$ cat src/hdl/fwmd_pkg.sv
// ----------------------------------------------------------------------------
// fwmd_pkg
// Shared widths, command codes and status codes for the match-delete queue.
// ----------------------------------------------------------------------------
package fwmd_pkg;

  localparam int DEPTH_DEFAULT       = 16;
  localparam int VALUE_WIDTH_DEFAULT = 32;

  localparam int CMD_W  = 2;
  localparam int ITEM_W = 32;
  localparam int POS_W  = 4;
  localparam int STAT_W = 2;
  localparam int OCC_W  = 5;

  typedef logic [CMD_W-1:0]  cmd_t;
  typedef logic [STAT_W-1:0] status_t;

  localparam cmd_t CMD_PUSH   = 2'd0;
  localparam cmd_t CMD_POP    = 2'd1;
  localparam cmd_t CMD_DELETE = 2'd2;
  localparam cmd_t CMD_READ   = 2'd3;

  localparam status_t ST_OK   = 2'd0;
  localparam status_t ST_FULL = 2'd1;
  localparam status_t ST_MISS = 2'd2;

endpackage

$ cat src/hdl/fifo_with_match_delete.sv
// ----------------------------------------------------------------------------
// fifo_with_match_delete
// Bounded queue of value tags with push, pop, delete-first-match and
// indexed read, kept in one synchronous memory used as a ring buffer.
// ----------------------------------------------------------------------------
//
// Channel   Direction  Handshake                Payload
// command   in         start && !busy           cmd, item_value, position
// result    out        done (one-cycle strobe)  out_value, hit, status,
//                                               occupancy, is_empty
//
// Push finishes at the accept; pop and indexed read wait for one memory
// read. Delete searches the entries one by one from the head, then shifts
// each entry behind the match up by one place; the entries searched and
// shifted together always make the count. A miss found at the accept (empty
// queue, null key, position out of range) finishes at the accept. The
// single read port of the entry memory sets this one-entry-per-step pace.
// The result strobe rises the cycle after the command finishes; busy is low
// again in that cycle, so the next item can be taken while it shows.
// Reset clears the control state, count, head pointer, idx and done; entries need no clearing.
// The receiver cannot stall: every result stands for exactly one cycle.
// ----------------------------------------------------------------------------
module fifo_with_match_delete #(
  parameter int DEPTH       = fwmd_pkg::DEPTH_DEFAULT,
  parameter int VALUE_WIDTH = fwmd_pkg::VALUE_WIDTH_DEFAULT
) (
  input  logic                        clk,
  input  logic                        rst,
  input  logic                        start,
  output logic                        busy,
  input  fwmd_pkg::cmd_t              cmd,
  input  logic [fwmd_pkg::ITEM_W-1:0] item_value,
  input  logic [fwmd_pkg::POS_W-1:0]  position,
  output logic                        done,
  output logic [fwmd_pkg::ITEM_W-1:0] out_value,
  output logic                        hit,
  output fwmd_pkg::status_t           status,
  output logic [fwmd_pkg::OCC_W-1:0]  occupancy,
  output logic                        is_empty
);
  import fwmd_pkg::*;

  localparam int AW = $clog2(DEPTH);
  localparam int CW = $clog2(DEPTH + 1);

  localparam logic [1:0] S_IDLE   = 2'd0;
  localparam logic [1:0] S_WAIT   = 2'd1;
  localparam logic [1:0] S_SEARCH = 2'd2;
  localparam logic [1:0] S_SHIFT  = 2'd3;

  // Map a logical offset from the head onto a ring address.
  function automatic logic [AW-1:0] phys(input logic [AW-1:0] h, input logic [CW-1:0] off);
    logic [AW:0] s;
    s = (AW+1)'(h) + (AW+1)'(off);
    if (s >= (AW+1)'(DEPTH)) begin
      s = s - (AW+1)'(DEPTH);
    end
    return s[AW-1:0];
  endfunction

  function automatic logic [ITEM_W-1:0] to_out(input logic [VALUE_WIDTH-1:0] v);
    logic [63:0] w;
    w = 64'(v);
    return w[ITEM_W-1:0];
  endfunction

  function automatic logic [OCC_W-1:0] to_occ(input logic [CW-1:0] c);
    logic [31:0] w;
    w = 32'(c);
    return w[OCC_W-1:0];
  endfunction

  // Control state
  logic [1:0]             state;
  cmd_t                   op;
  logic [VALUE_WIDTH-1:0] key;
  logic [AW-1:0]          head;
  logic [CW-1:0]          count;
  logic [CW-1:0]          idx;

  // Entry memory and its ports
  logic [VALUE_WIDTH-1:0] mem [DEPTH];
  logic [VALUE_WIDTH-1:0] rd_data;
  logic                   rd_en;
  logic [AW-1:0]          rd_addr;
  logic                   wr_en;
  logic [AW-1:0]          wr_addr;
  logic [VALUE_WIDTH-1:0] wr_data;

  logic                   accept;
  logic [63:0]            in_wide;
  logic [VALUE_WIDTH-1:0] key_in;
  logic                   full;
  logic                   pos_ok;
  logic [CW:0]            idx1;
  logic [CW:0]            idx2;
  logic [CW:0]            count_w;

  assign busy    = (state != S_IDLE);
  assign accept  = start && !busy;
  assign in_wide = 64'(item_value);
  assign key_in  = in_wide[VALUE_WIDTH-1:0];
  assign full    = (count == CW'(DEPTH));
  assign pos_ok  = (32'(position) < 32'(count));
  assign idx1    = (CW+1)'(idx) + (CW+1)'(1);
  assign idx2    = (CW+1)'(idx) + (CW+1)'(2);
  assign count_w = (CW+1)'(count);

  // Memory access steering: one read and one write per cycle. A shift step
  // writes entry idx while reading idx+2, so the two never meet.
  always_comb begin
    rd_en   = 1'b0;
    rd_addr = head;
    wr_en   = 1'b0;
    wr_addr = head;
    wr_data = rd_data;
    unique case (state)
      S_IDLE: begin
        if (accept) begin
          case (cmd)
            CMD_PUSH: begin
              wr_en   = !full;
              wr_addr = phys(head, count);
              wr_data = key_in;
            end
            CMD_POP: begin
              rd_en = (count != '0);
            end
            CMD_DELETE: begin
              rd_en = (key_in != '0) && (count != '0);
            end
            default: begin
              rd_en   = pos_ok;
              rd_addr = phys(head, CW'(position));
            end
          endcase
        end
      end
      S_SEARCH: begin
        // Fetch the next entry whether or not this one matched.
        rd_en   = (idx1 < count_w);
        rd_addr = phys(head, CW'(idx1));
      end
      S_SHIFT: begin
        // Move entry idx+1 up into idx; fetch idx+2 if it exists.
        wr_en   = 1'b1;
        wr_addr = phys(head, idx);
        wr_data = rd_data;
        rd_en   = (idx2 < count_w);
        rd_addr = phys(head, CW'(idx2));
      end
      default: begin
        rd_en = 1'b0;
      end
    endcase
  end

  always_ff @(posedge clk) begin
    if (wr_en) begin
      mem[wr_addr] <= wr_data;
    end
    if (rd_en) begin
      rd_data <= mem[rd_addr];
    end
  end

  // Command sequencer
  always_ff @(posedge clk) begin
    if (rst) begin
      state <= S_IDLE;
      head  <= '0;
      count <= '0;
      idx   <= '0;
      done  <= 1'b0;
    end else begin
      done <= 1'b0;
      unique case (state)
        S_IDLE: begin
          if (accept) begin
            op  <= cmd;
            key <= key_in;
            idx <= '0;
            case (cmd)
              CMD_PUSH: begin
                done      <= 1'b1;
                out_value <= '0;
                hit       <= 1'b0;
                if (full) begin
                  status    <= ST_FULL;
                  occupancy <= to_occ(count);
                  is_empty  <= (count == '0);
                end else begin
                  // Append at the tail; the memory write happens this edge.
                  count     <= count + CW'(1);
                  status    <= ST_OK;
                  occupancy <= to_occ(count + CW'(1));
                  is_empty  <= 1'b0;
                end
              end
              CMD_POP: begin
                if (count == '0) begin
                  done      <= 1'b1;
                  out_value <= '0;
                  hit       <= 1'b0;
                  status    <= ST_MISS;
                  occupancy <= to_occ(count);
                  is_empty  <= 1'b1;
                end else begin
                  state <= S_WAIT;
                end
              end
              CMD_DELETE: begin
                if ((key_in != '0) && (count != '0)) begin
                  state <= S_SEARCH;
                end else begin
                  // Null key or empty queue: nothing to remove.
                  done      <= 1'b1;
                  out_value <= '0;
                  hit       <= 1'b0;
                  status    <= ST_MISS;
                  occupancy <= to_occ(count);
                  is_empty  <= (count == '0);
                end
              end
              default: begin
                if (pos_ok) begin
                  state <= S_WAIT;
                end else begin
                  done      <= 1'b1;
                  out_value <= '0;
                  hit       <= 1'b0;
                  status    <= ST_MISS;
                  occupancy <= to_occ(count);
                  is_empty  <= (count == '0);
                end
              end
            endcase
          end
        end
        S_WAIT: begin
          // Read data for pop or indexed read has arrived.
          state     <= S_IDLE;
          done      <= 1'b1;
          out_value <= to_out(rd_data);
          hit       <= 1'b1;
          status    <= ST_OK;
          if (op == CMD_POP) begin
            head      <= phys(head, CW'(1));
            count     <= count - CW'(1);
            occupancy <= to_occ(count - CW'(1));
            is_empty  <= (count == CW'(1));
          end else begin
            occupancy <= to_occ(count);
            is_empty  <= 1'b0;
          end
        end
        S_SEARCH: begin
          if (rd_data == key) begin
            if (idx1 < count_w) begin
              // Entries stand behind the match: close the gap.
              state <= S_SHIFT;
            end else begin
              // Match at the tail: drop it by pulling the tail back.
              state     <= S_IDLE;
              count     <= count - CW'(1);
              done      <= 1'b1;
              out_value <= '0;
              hit       <= 1'b1;
              status    <= ST_OK;
              occupancy <= to_occ(count - CW'(1));
              is_empty  <= (count == CW'(1));
            end
          end else if (idx1 < count_w) begin
            idx <= CW'(idx1);
          end else begin
            state     <= S_IDLE;
            done      <= 1'b1;
            out_value <= '0;
            hit       <= 1'b0;
            status    <= ST_MISS;
            occupancy <= to_occ(count);
            is_empty  <= 1'b0;
          end
        end
        S_SHIFT: begin
          if (idx2 < count_w) begin
            idx <= CW'(idx1);
          end else begin
            state     <= S_IDLE;
            count     <= count - CW'(1);
            done      <= 1'b1;
            out_value <= '0;
            hit       <= 1'b1;
            status    <= ST_OK;
            occupancy <= to_occ(count - CW'(1));
            is_empty  <= 1'b0;
          end
        end
        default: begin
          state <= S_IDLE;
        end
      endcase
    end
  end

  // Checks
  a_count_bound: assert property (@(posedge clk) disable iff (rst)
    count <= CW'(DEPTH))
    else $error("entry count above capacity");

  a_push_one_cycle: assert property (@(posedge clk) disable iff (rst)
    (accept && (cmd == CMD_PUSH)) |=> done)
    else $error("push result not given in the next cycle");

  a_hit_ok: assert property (@(posedge clk) disable iff (rst)
    (done && hit) |-> (status == ST_OK))
    else $error("hit reported with a failing status");

  a_done_idle: assert property (@(posedge clk) disable iff (rst)
    done |-> (state == S_IDLE))
    else $error("result shown while a command is still running");

  a_shift_count: assert property (@(posedge clk) disable iff (rst)
    (state == S_SHIFT) |-> (count_w >= (CW+1)'(2)))
    else $error("shift step with fewer than two entries");

endmodule

$ cat config.mk
export PLATFORM = sky130hd
export DESIGN_NAME = fifo_with_match_delete
export DESIGN_NICKNAME = d
export VERILOG_FILES = /design/src/hdl/fwmd_pkg.sv /design/src/hdl/fifo_with_match_delete.sv
export SDC_FILE = /design/constraint.sdc
export NUM_CORES = 1
export LEC_CHECK = 0
export BUFFER_PORTS_ARGS = -buffer_cell sky130_fd_sc_hd__buf_4
export CORE_AREA = 2 2 228 230
export DETAILED_ROUTE_END_ITERATION = 7
export DIE_AREA = 0 0 230 232
export PLACE_DENSITY_LB_ADDON = 0.05
export SKIP_LAST_GASP = 1
export SYNTH_ARGS = -nofsm -noshare
export SYNTH_HDL_FRONTEND = slang
export SYNTH_SLANG_ARGS = --single-unit
$ cat constraint.sdc
create_clock -name clk -period 4.95 [get_ports clk]
set_clock_uncertainty 0.2 [all_clocks]
set_input_delay 0.495 -clock clk [delete_from_list [all_inputs] [get_ports clk]]
set_output_delay 0.495 -clock clk [all_outputs]
set_load 0.005 [all_outputs]
==> flow_summary.json <==
{
  "synthFlopType": "edfxtp_1",
  "synth_seq_cells": 636,
  "diodes": 0,
  "die_x_um": 230,
  "worstPathCellList": "ha_1 -> inv_2 -> mux2i_1 -> inv_1 -> fa_1 -> o21bai_2 -> a21o_4 -> nand2_8 -> buf_12 -> a211oi_1 -> o32a_1 -> mux2i_1",
  "synth_warnings": 0,
  "postCtsResizedCells": 0,
  "slew_headroom_pct": 36.6,
  "grt_pass1_vias": 17700,
  "synth_edf_count": 619,
  "post-cts-setup-buffer-count": 0,
  "drive_gt1_share_pct": 11.9,
  "grt_pass1_wl_um": 113000,
  "synthDistinctLibCells": 76,
  "maxCapViolCount": 0,
  "p_int_uw": 10900,
  "htree_num_levels": 3,
  "clock_sink_count": 636,
  "vias": 18300,
  "p_sw_share_pct": 31.5,
  "dieArea_um2": 53400,
  "ant_nets": 0,
  "grt_usage_pct": 28.4,
  "post-route-min-period_ns": 4.30,
  "max_slew.worst_pin.slew_ns": 0.949,
  "viasPerCell": 6.54,
  "arrival_ns": 4.53,
  "fmax_ghz": 0.232,
  "setup_viol": 0,
  "cpMostUsedCell": "mux2i_1",
  "cts_root_buf": "clkbuf_16",
  "placementRows": 83,
  "synth.avg_cell_area_um2": 14.0,
  "timing.final.crit_share_pct": 86.9,
  "clkLatencyLatePin_ns": 0.61,
  "firstDrtPassIters": 5,
  "gp_congestion": 0.895,
  "clkSlewWorstSetupHoldPaths_ns": 0.06,
  "crit_type": "reg -> reg",
  "maxSlewViolCount": 0,
  "cts_tree": "built",
  "die_y_um": 232,
  "rsz0062_at_grt": "no",
  "setup.worst_path.start_class": "register",
  "final_cell_mix": "619 x edfxtp_1, 260 x and3_1, 198 x a211oi_1",
  "power_density_nw_per_um2": 499,
  "syn-instance-count": 2018,
  "antenna_found_initial": 0,
  "syn_area_um2": 28300,
  "drc": 0,
  "critical_path_peak_fanout": 74,
  "hold_viol_final": 0,
  "portBuffers": 83,
  "syn_to_final_growth_pct": 13.2,
  "pwr-share-comb_pct": 27.6,
  "dp_slack_ns": 0.708,
  "wirelength_um": 75200,
  "dpl.hpwl_um": 40800,
  "total_power_uw": 16000,
  "grt_max_degree": 135,
  "finalWorstSetupSlack_ns": 0.648,
  "core_area_um2": 50900,
  "p_leak_uw": 0.0109,
  "cts_hold_buf": 34,
  "p_clk_share_pct": 28.9,
  "detail_route.iter0.violations": 2056,
  "ios": 84,
  "wl_per_cell_um": 26.9,
  "start_util_pct": 55.6,
  "numCtsBuffers": 67,
  "status": "complete, no violations",
  "p_seq_share_pct": 43.5,
  "worstSetupEndpointType": "register",
  "switchingPower_uw": 5030,
  "synth_nets": 2102,
  "slowest_delay_ns": 0.62,
  "hp-class": "in -> reg",
  "cp_data_required_time_ns": 5.18,
  "synthArstFlopShare_pct": 0,
  "cpMaxStageDelayCell": "ha_1",
  "tns_ns": 0,
  "ctsLongestPathBuffers": 3,
  "mostFrequentLayoutCell": "edfxtp_1",
  "grt_overflow": 0,
  "ys_seq_area_share_pct": 66.9,
  "num-nets-final": 2159,
  "ir_worst_vdd_mv": 0.389
}
-- flip-flops by register name (all words and copies together), names as in the netlist --
| signal | count |
|---|---|
| count | 5 |
| done | 1 |
| head | 4 |
| hit | 1 |
| idx | 5 |
| is_empty | 1 |
| key | 32 |
| mem | 512 |
| occupancy | 5 |
| op | 2 |
| out_value | 32 |
| rd_data | 32 |
| state | 2 |
| status | 2 |
-- synthesized netlist by cell type, drive strengths merged (9+ instances only) --
cell | n | area [µm²]
a211oi | 198 | 1490
a21boi | 65 | 488
a21o | 12 | 105
a21oi | 20 | 100
and2 | 37 | 231
and3 | 260 | 1630
buf | 75 | 459
clkbuf | 95 | 365
dfxtp | 17 | 340
edfxtp | 619 | 18600
ha | 39 | 488
inv | 27 | 101
mux2i | 34 | 340
nand2 | 129 | 492
nand3 | 17 | 85.1
nand4 | 13 | 81.3
nor2 | 23 | 93.8
nor3 | 27 | 135
nor4 | 25 | 163
o21ai | 20 | 100
o31ai | 70 | 536
o32a | 64 | 641
xnor2 | 9 | 78.8
xor2 | 40 | 377
-- stage by stage --
stage                     utilization (%)  hold WS (ns)  std cells  area [µm²]
final                                62.9        0.0440       2797       32000
after global routing                 62.9        0.0479       2797       32000
after CTS                            62.9        0.0152       2797       32000
after detailed placement             58.4         0.386       2652       29700
after global placement               58.4         0.364       2652       29700
after floorplan                         -         0.333       2018       28300
-- routing by layer --
metal  vias up  track usage, %  part of all wire [%]
met3       127            5.46                   8.7
met4         0            7.82                   2.3
met2       768            43.2                    45
met5         -               0                     0
li1       8132               -                     -
met1      9258            42.0                    44
-- area by class of cell --
cell class                 count  area, µm²
sequential                   636      18900
fill                        3720      18900
multi-input combinational   1185       8570
clock buffer                  92       1860
timing repair buffer         158       1600
tap                          680        851
clock inverter                19        113
inverter                      27        101
-- power by group through the flow --
stage | registers [µW] | clock network, µW | logic (µW)
floorplan | 6950 | 0 | 2980
global placement | 7050 | 0 | 4240
detailed placement | 7050 | 0 | 4330
CTS | 6940 | 4670 | 4370
global route | 6980 | 4870 | 4800
finish | 6950 | 4610 | 4410
-- worst max-delay path, delay by kind of cell (launching register included) --
kind,cells,cell delay (ns)
fa+ha+maj,2,1.06
flops,1,0.38
mux,2,0.43
compound gates,4,0.98
simple gates,1,0.45
buf+inv,3,0.59
-- path summary, 6_finish.rpt --
| check | startpoint | end | slack [ns] | cells past startpoint |
|---|---|---|---|---|
| worst max-delay path | state[1] | rd_data[20] | 0.65 | 12 |
| worst min-delay path | rst | count[3] | 0.04 | 2 |
| worst max register to register | state[1] | rd_data[20] | 0.65 | 12 |
| worst min register to register | idx[4] | idx[4] | 0.39 | 1 |
-- kinds of logic after synthesis --
kind of cell / synth area share [%]
simple gates: 10.7
xor+xnor: 1.77
flops: 66.9
buf+inv: 3.27
fa+ha+maj: 2.01
mux: 1.28
compound gates: 14.0
(Power assumes the default switching activity.)
